==> src/sv/twbt_pkg.sv <==
`timescale 1ns / 1ps
// ----------------------------------------------------------------------------
// twbt_pkg: shared types and constants of the two-wire byte transmitter
// Holds the pin-state record that passes from the sequencer to the output
// stage, and the byte geometry.
// ----------------------------------------------------------------------------
package twbt_pkg;

  localparam int BITS_PER_BYTE = 8;
  localparam int BIT_IDX_W     = $clog2(BITS_PER_BYTE);

  // one pin state on the two-wire bus
  typedef struct packed {
    logic clock_level;
    logic data_level;
    logic data_driven;
    logic last_step;
  } pin_step_t;

endpackage

==> src/sv/twbt_seq.sv <==
`timescale 1ns / 1ps
// ----------------------------------------------------------------------------
// twbt_seq: pin-state sequencer
// Holds the accepted byte and last driven data level; walks optional start,
// eight data bits, ack slot, optional stop; a pin state per unstalled cycle.
// ----------------------------------------------------------------------------
module twbt_seq (
  input  logic                clk,
  input  logic                rst,
  input  logic                in_valid,
  output logic                in_stall,
  input  logic [7:0]          data_byte,
  input  logic                send_start,
  input  logic                send_stop,
  output logic                step_valid,
  output twbt_pkg::pin_step_t step,
  input  logic                step_take
);
  import twbt_pkg::*;

  typedef enum logic [1:0] {PH_START, PH_BITS, PH_ACK, PH_STOP} phase_t;

  logic                 busy;
  phase_t               phase;
  logic [1:0]           sub;
  logic [BIT_IDX_W-1:0] bit_idx;
  logic [7:0]           shift;
  logic                 stop_flag;
  logic                 held;

  logic                 advance;
  logic                 accept;

  // build the pin state for the current position
  always_comb begin
    step = '0;
    case (phase)
      PH_START: begin
        step.data_driven = 1'b1;
        case (sub)
          2'd0:    begin step.clock_level = 1'b1; step.data_level = 1'b1; end
          2'd1:    begin step.clock_level = 1'b1; step.data_level = 1'b0; end
          default: begin step.clock_level = 1'b0; step.data_level = 1'b0; end
        endcase
      end
      PH_BITS: begin
        step.data_driven = 1'b1;
        case (sub)
          2'd0:    begin step.clock_level = 1'b0; step.data_level = held;     end
          2'd1:    begin step.clock_level = 1'b0; step.data_level = shift[0]; end
          default: begin step.clock_level = 1'b1; step.data_level = shift[0]; end
        endcase
      end
      PH_ACK: begin
        case (sub)
          2'd0:    step.clock_level = 1'b0;
          2'd1:    step.clock_level = 1'b1;
          default: begin
            step.clock_level = 1'b0;
            step.data_level  = held;
            step.data_driven = 1'b1;
            step.last_step   = ~stop_flag;
          end
        endcase
      end
      default: begin
        step.data_driven = 1'b1;
        case (sub)
          2'd0:    begin step.clock_level = 1'b0; step.data_level = 1'b0; end
          2'd1:    begin step.clock_level = 1'b1; step.data_level = 1'b0; end
          default: begin
            step.clock_level = 1'b1;
            step.data_level  = 1'b1;
            step.last_step   = 1'b1;
          end
        endcase
      end
    endcase
  end

  assign step_valid = busy;
  assign advance    = busy & step_take;
  // take the next byte as the final pin state of this byte leaves
  assign in_stall   = busy & ~(advance & step.last_step);
  assign accept     = in_valid & ~in_stall;

  // hold the byte and advance through the sequence
  always_ff @(posedge clk) begin
    if (rst) begin
      busy    <= 1'b0;
      phase   <= PH_START;
      sub     <= 2'd0;
      bit_idx <= '0;
      held    <= 1'b1;
    end else begin
      if (advance) begin
        if (step.data_driven) begin
          held <= step.data_level;
        end
        if (step.last_step) begin
          busy <= 1'b0;
        end
        if (sub == 2'd2) begin
          sub <= 2'd0;
          case (phase)
            PH_START: phase <= PH_BITS;
            PH_BITS: begin
              shift   <= shift >> 1;
              bit_idx <= bit_idx + 1'b1;
              if (bit_idx == BIT_IDX_W'(BITS_PER_BYTE - 1)) begin
                phase <= PH_ACK;
              end
            end
            PH_ACK:  phase <= PH_STOP;
            default: phase <= PH_STOP;
          endcase
        end else begin
          sub <= sub + 2'd1;
        end
      end
      if (accept) begin
        busy      <= 1'b1;
        phase     <= send_start ? PH_START : PH_BITS;
        sub       <= 2'd0;
        bit_idx   <= '0;
        shift     <= data_byte;
        stop_flag <= send_stop;
      end
    end
  end

endmodule

==> src/sv/twbt_out_reg.sv <==
`timescale 1ns / 1ps
// ----------------------------------------------------------------------------
// twbt_out_reg: result register
// Registers one pin state per beat and holds it while the output stalls.
// ----------------------------------------------------------------------------
module twbt_out_reg (
  input  logic                clk,
  input  logic                rst,
  input  logic                step_valid,
  input  twbt_pkg::pin_step_t step,
  output logic                step_take,
  output logic                out_valid,
  input  logic                out_stall,
  output logic                clock_level,
  output logic                data_level,
  output logic                data_driven,
  output logic                last_step
);
  import twbt_pkg::*;

  logic      full;
  pin_step_t held_step;

  // load when the register is empty or its beat leaves this cycle
  assign step_take = ~full | ~out_stall;

  always_ff @(posedge clk) begin
    if (rst) begin
      full <= 1'b0;
    end else if (step_take) begin
      full <= step_valid;
    end
  end

  always_ff @(posedge clk) begin
    if (step_take && step_valid) begin
      held_step <= step;
    end
  end

  assign out_valid   = full;
  assign clock_level = held_step.clock_level;
  assign data_level  = held_step.data_level;
  assign data_driven = held_step.data_driven;
  assign last_step   = held_step.last_step;

endmodule

==> src/sv/two_wire_byte_transmitter.sv <==
`timescale 1ns / 1ps
// ----------------------------------------------------------------------------
// two_wire_byte_transmitter: LSB-first two-wire byte writer with ack slot
// Turns one byte plus start/stop flags into the run of pin states of a
// bit-banged two-wire master, one pin state per output beat.
//
//   channel | handshake           | payload
//   --------+---------------------+------------------------------------------
//   input   | in_valid / in_stall | data_byte, send_start, send_stop
//   output  | out_valid/out_stall | clock_level, data_level, data_driven,
//           |                     | last_step
//
// A byte yields 27 to 33 output beats, one per cycle when not stalled: 24 for
// the data bits and 3 for the ack slot, plus 3 for each of start and stop.
// The next byte is taken in the cycle its predecessor's final pin state moves
// into the result register, so bytes follow with no gap.
// Reset sets the held data level to 1 (idle high) and empties both stages.
// An output stall holds a full result register and freezes the sequencer.
// ----------------------------------------------------------------------------
module two_wire_byte_transmitter (
  input  logic       clk,
  input  logic       rst,
  input  logic       in_valid,
  output logic       in_stall,
  input  logic [7:0] data_byte,
  input  logic       send_start,
  input  logic       send_stop,
  output logic       out_valid,
  input  logic       out_stall,
  output logic       clock_level,
  output logic       data_level,
  output logic       data_driven,
  output logic       last_step
);
  import twbt_pkg::*;

  logic      step_valid;
  logic      step_take;
  pin_step_t step;

  // walk the pin-state sequence of each byte
  twbt_seq u_seq (
    .clk        (clk),
    .rst        (rst),
    .in_valid   (in_valid),
    .in_stall   (in_stall),
    .data_byte  (data_byte),
    .send_start (send_start),
    .send_stop  (send_stop),
    .step_valid (step_valid),
    .step       (step),
    .step_take  (step_take)
  );

  // register each beat toward the output
  twbt_out_reg u_out (
    .clk         (clk),
    .rst         (rst),
    .step_valid  (step_valid),
    .step        (step),
    .step_take   (step_take),
    .out_valid   (out_valid),
    .out_stall   (out_stall),
    .clock_level (clock_level),
    .data_level  (data_level),
    .data_driven (data_driven),
    .last_step   (last_step)
  );

endmodule

==> config.mk <==
export PLATFORM = sky130hd
export DESIGN_NAME = two_wire_byte_transmitter
export DESIGN_NICKNAME = d
export VERILOG_FILES = /design/src/sv/twbt_pkg.sv /design/src/sv/twbt_seq.sv /design/src/sv/twbt_out_reg.sv /design/src/sv/two_wire_byte_transmitter.sv
export SDC_FILE = /design/constraint.sdc
export NUM_CORES = 1
export LEC_CHECK = 0
export BUFFER_PORTS_ARGS = -buffer_cell sky130_fd_sc_hd__buf_4
export CORE_MARGIN = 2
export CORE_UTILIZATION = 45
export DETAILED_ROUTE_END_ITERATION = 16
export GPL_ROUTABILITY_DRIVEN = 0
export GPL_TIMING_DRIVEN = 1
export PLACE_DENSITY = 0.68
export SLEW_MARGIN = 20
export SYNTH_ARGS = -nofsm -noshare
export SYNTH_HDL_FRONTEND = slang
export SYNTH_SLANG_ARGS = --single-unit
==> constraint.sdc <==
create_clock -name clk -period 1.7 [get_ports clk]
set_input_delay 0.255 -clock clk [delete_from_list [all_inputs] [get_ports clk]]
set_output_delay 0.255 -clock clk [all_outputs]
set_load 0.01 [all_outputs]
=== Word-level counts from Yosys, hierarchy flattened ===
Cells that the tools add are included.
W data, S select, Z words.

* Memory bits (read-only): 0
* Memories kept: 0
* Flip-flop bits (word level): 23
* Output and inout port bits: 6
* Latch bits: 0
* Memory bits (writable): 0
* Input port bits: 14

* Bitwise operators: 11
* Reduce and logical (&&, ||, !) cells: 16
* Equality and inequality tests: 6
* Shift-type cells: 0
* Multipliers: 0
* Div/mod/pow operators: 0
* Multiplexer cells: 22
* Order comparisons: 0
* Add/subtract/negate cells: 2

{| class="wikitable"
|+ Operators with widths
! kind !! count
|-
| $mux W8 || 4
|-
| $pmux W2 S2 || 4
|-
| $mux W2 || 5
|-
| $pmux W3 S3 || 1
|-
| $reduce_bool A2 Y1 || 4
|-
| $mux W1 || 6
|-
| $not A1 Y1 || 6
|-
| $reduce_and A2 Y1 || 3
|-
| $reduce_and A3 Y1 || 2
|-
| $reduce_or A2 Y1 || 3
|-
| $and A1 B1 Y1 || 4
|-
| $eq A2 B1 Y1 const B || 2
|-
| $eq A2 B2 Y1 const B || 2
|-
| $logic_not A2 Y1 || 2
|-
| $reduce_and A4 Y1 || 1
|-
| $add A3 B1 Y3 const B || 1
|-
| $eq A3 B3 Y1 const B || 1
|-
| $mux W3 || 1
|-
| $ne A3 B1 Y1 const B || 1
|-
| $add A2 B1 Y2 const B || 1
|-
| $pmux W1 S2 || 1
|-
| $logic_and A1 B1 Y1 || 1
|-
| $or A1 B1 Y1 || 1
|}

=== Longest topological paths before layout ===
* Depth after elaboration: 11
* Mapped depth: 5
* Depth with buffers taken out: 5

=== Cells and area by module ===
Synthesis repeated with hierarchy kept, for this count alone.

* Cells, all modules: 94
* Area, all modules: 1083.5 µm²

{| class="wikitable"
|+ By module, submodules not included
! module !! times used !! area each (µm²) !! cells an instance !! sequential area each (µm²)
|-
| twbt_seq || 1 || 924.6 || 85 || 450.4
|-
| twbt_out_reg || 1 || 158.9 || 9 || 140.1
|}

=== Least setup slack after synthesis ===
OpenSTA, ideal clock, no wires.

* Path kind: reg-to-reg
* Start: register u_seq.busy (netlist: u_seq.step_valid)
* End: register u_seq.shift[0], enable pin
* Period minus slack after synthesis: 1.723 ns
* Required time: 1.325 ns
* Stages on the path, launching flop included: 4
* Arrival time: 1.348 ns
* Path buffers: 0
* Setup time: 0.375 ns
* Slack: -0.023 ns
* Cells stage by stage: dfxtp_1 -> a21boi_4 -> nand4b_1 -> a21oi_1

* Cells in the longest elaborated chain, start to end: 8
* Elaborated cells on any way between the ends: 10

{| class="wikitable"
|+ Ends and longest elaborated chain
! element !! RTL line !! text
|-
| from (decl) || twbt_seq.sv:23 || <nowiki>logic busy;</nowiki>
|-
| from (signal assigned) || twbt_seq.sv:90 || <nowiki>busy <= 1'b0;</nowiki>
|-
| from (signal assigned) || twbt_seq.sv:101 || <nowiki>busy <= 1'b0;</nowiki>
|-
| from (signal assigned) || twbt_seq.sv:122 || <nowiki>busy <= 1'b1;</nowiki>
|-
| $and A1 B1 Y1 * || twbt_seq.sv:82 || <nowiki>assign advance = busy & step_take;</nowiki>
|-
| net u_seq.advance || twbt_seq.sv:31 || <nowiki>logic advance;</nowiki>
|-
| $and A1 B1 Y1 || twbt_seq.sv:84 || <nowiki>assign in_stall = busy & ~(advance & step.last_step);</nowiki>
|-
| $not A1 Y1 || twbt_seq.sv:84 ||
|-
| $and A1 B1 Y1 || twbt_seq.sv:84 ||
|-
| $not A1 Y1 || twbt_seq.sv:85 || <nowiki>assign accept = in_valid & ~in_stall;</nowiki>
|-
| $and A1 B1 Y1 || twbt_seq.sv:85 ||
|-
| $reduce_bool A2 Y1 (no source line) || -- ||
|-
| $reduce_and A4 Y1 (no source line) * || -- ||
|-
| to (signal assigned) || twbt_seq.sv:108 || <nowiki>shift <= shift >> 1;</nowiki>
|-
| to (signal assigned) || twbt_seq.sv:126 || <nowiki>shift <= data_byte;</nowiki>
|-
| to (decl) || twbt_seq.sv:27 || <nowiki>logic [7:0] shift;</nowiki>
|}

Mark *: on every way through the listed nets, which the timed path passes. The rest lies on a longest branch.
A chain may end at the register's enable or synchronous reset.

==> metrics.txt <==
Synthesized Nets=~110; layout cells sized above 1=0.376; ANT nets after route=0; Worst setup SP type=flop; crit end category=output port; post-synthesis cell area=approximately 1100 um^2; crit path launch=u_seq.phase[1]; Critical Path RT=between 1000 and 1500 ps; grt total ovfl=0; non-filler instance count after layout=147; TritonCTS buffer count=3; initial antenna violation count=0; RSZ-0062 raised after global routing=false; Setup Skew=just under 3 ps; Die Span Y=roughly 54 um; htree depth=1; slew margin rel.=0.620; vias in the first global route=slightly below 700; run status=complete, no violations; initial DRC count=5; fin nets=between 100 and 150; Post-Place Cell Area=roughly 1300 um^2; drt drc=0; Int Pwr=approximately 800 uW; share of power burned in registers=0.615; Antenna diodes=0; Hold WC Path Type=input pin to flop; largest net degree at the start of global routing=14; global-route wire length before repair=slightly below 3 mm; Die Area=just under 3000 um^2; Final Hold Fails=0; dpl cells=between 100 and 150; Root Buffer Master=clkbuf_4; Max Clk Rate=0.623 GHz; Net Sw Power=~230 uW; Slew Viols, Final=0; syn avg cell area=12.2 um^2; Power Density=756 nW/um^2; Layout area overhead=20.6%; Final min period=around 1600 ps; cell taking the most area after synthesis=edfxtp_1; final setup violation count=0; row cnt=18; yosys warns=0; CTS tree=done; most frequent cells in the layout=25 x buf_4, 13 x edfxtp_1, 10 x nand2_1, 10 x dfxtp_1, 9 x nor2_1; post-CTS setup buffers=0; drt via density=5.03; critical path class=flop to output port; Arrival @ worst endpoint=around 1400 ps; Max Cap Viol=0; Starting Density=0.462; gr usage total=0.146; TritonCTS Sinks=23; Reg-to-Reg Start=u_seq.phase[0]; worst-path maximum fanout=8; final instance area=1340 um^2; Clock Latency Late Sink=approximately 310 ps; hpwl dp=around 1.4 mm; final setup TNS=0 ps; commonest non-fill, non-tap cell in the layout=buf_4; TritonRoute pass-1 iters=2; CTS Buffer Depth=2; IO Count=20; worst vdd rail ir drop=approximately 710 uV; core area=2410 um^2; clock power share=0.246; I/O Buffers=19; via count=740; Yosys top cell area share=0.351; top cells by area, synth=edfxtp_1 35%, dfxtp_1 18%, mux2_4 9.4%; CTS clk-pin slew, worst paths=~120 ps; drt wl/cell=about 12 um; combinational power share=0.139; sequential-to-total area share from yosys stat=0.531; Sw Share=0.231; Yosys reg bits=23; die width=roughly 54 um; Hold Crit Start=send_stop; Gate Count Post-Synth=91; final wirelength=~1.8 mm; worst slew pin tran=roughly 570 ps; period utilisation layout=0.945; Synth cell types=33; P_leak=about 0.54 nW
synthesized netlist by cell type:
cell type  count
nand3b_1       1
and2b_1        1
o21ai_1        1
nor2b_1        2
inv_1          2
a41oi_4        1
a21oi_1        5
nor2_1         9
a21boi_4       1
a21boi_1       1
o31ai_1        1
or3_1          1
or3b_1         1
xor2_1         1
nand2b_1       2
and2_1         1
nand2_1       10
o21ba_2        1
ha_1           2
dfxtp_1       10
nand4b_1       1
edfxtp_1      13
nand2b_4       1
and2_4         1
o21ai_0        2
a32oi_1        1
buf_6          3
a31oi_1        1
a21o_1         1
nand3_1        3
mux2i_1        2
and3b_1        1
mux2_4         7
critical path, cell delays in order (launching register included):
cell	delay, ps
dfxtp_1	380
and2_4	190
and2_1	160
a21boi_2	180
buf_4	140
layout make-up:
class	instances	area, um^2
clock buffer	3	22.5
clock inverter	1	5.00
fill	204	1070
inverter	2	7.51
multi-input combinational	63	490
sequential	23	591
tap	30	37.5
timing repair buffer	25	188
path summary, 6_finish.rpt:
path,to,slack (ps),cells past startpoint
worst min-delay path,u_seq.stop_flag,110,1
worst max register to register,u_seq.shift[1],100,3
worst min register to register,u_seq.bit_idx[1],470,2
worst max-delay path,in_stall,90,4
repair_timing:
action                                 4_1_cts  5_1_grt
resized for setup                            0        2
endpoints found under the hold margin        0        0
setup endpoints to repair                    0       15
hold buffers                                 0        0
sequential cells by signal, summed over array words and instances (netlist names):
signal / count
u_seq.phase: 2
u_out.clock_level: 1
u_out.data_level: 1
u_seq.stop_flag: 1
u_seq.bit_idx: 3
u_seq.step_valid: 1
u_out.out_valid: 1
u_seq.shift: 8
u_seq.held: 1
u_seq.sub: 2
u_out.data_driven: 1
u_out.last_step: 1
through the flow:
step	hold WS, ps	power [mW]	util	setup slack (ps)
floorplan	327	0.722	-	144
global placement	435	0.773	0.543	90.6
detailed placement	436	0.777	0.543	63.6
CTS	97.5	1.03	0.554	29.7
global route	78.7	1.07	0.557	4.63
finish	114	1.01	0.557	94.1
power by group through the flow:
stage               clock, mW  sequential, mW  combinational (mW)
floorplan                   0           0.636              0.0857
global placement            0           0.635               0.138
detailed placement          0           0.635               0.142
CTS                     0.268           0.623               0.142
global route            0.286           0.626               0.155
finish                  0.249           0.623               0.141
cells by family (layout without fill, tap and decap cells):
group | count (synthesis) | count (layout) | share of synthesized area
compound gates | 16 | 16 | 0.120
buf+inv | 5 | 31 | 0.0371
fa+ha+maj | 2 | 2 | 0.0225
simple gates | 35 | 35 | 0.169
mux | 9 | 9 | 0.112
xor+xnor | 1 | 1 | 0.00788
flops | 23 | 23 | 0.531
per-layer routing:
metal	part of all wire	wire length [um]	vias up	track usage
met1	0.45	818	340	0.181
met4	0.0071	13	0	0.0427
met5	0	0	-	0
li1	-	-	379	-
met3	0.051	93	2	0.0639
met2	0.50	909	19	0.228
Note: power is estimated with default switching activity, not from simulation.
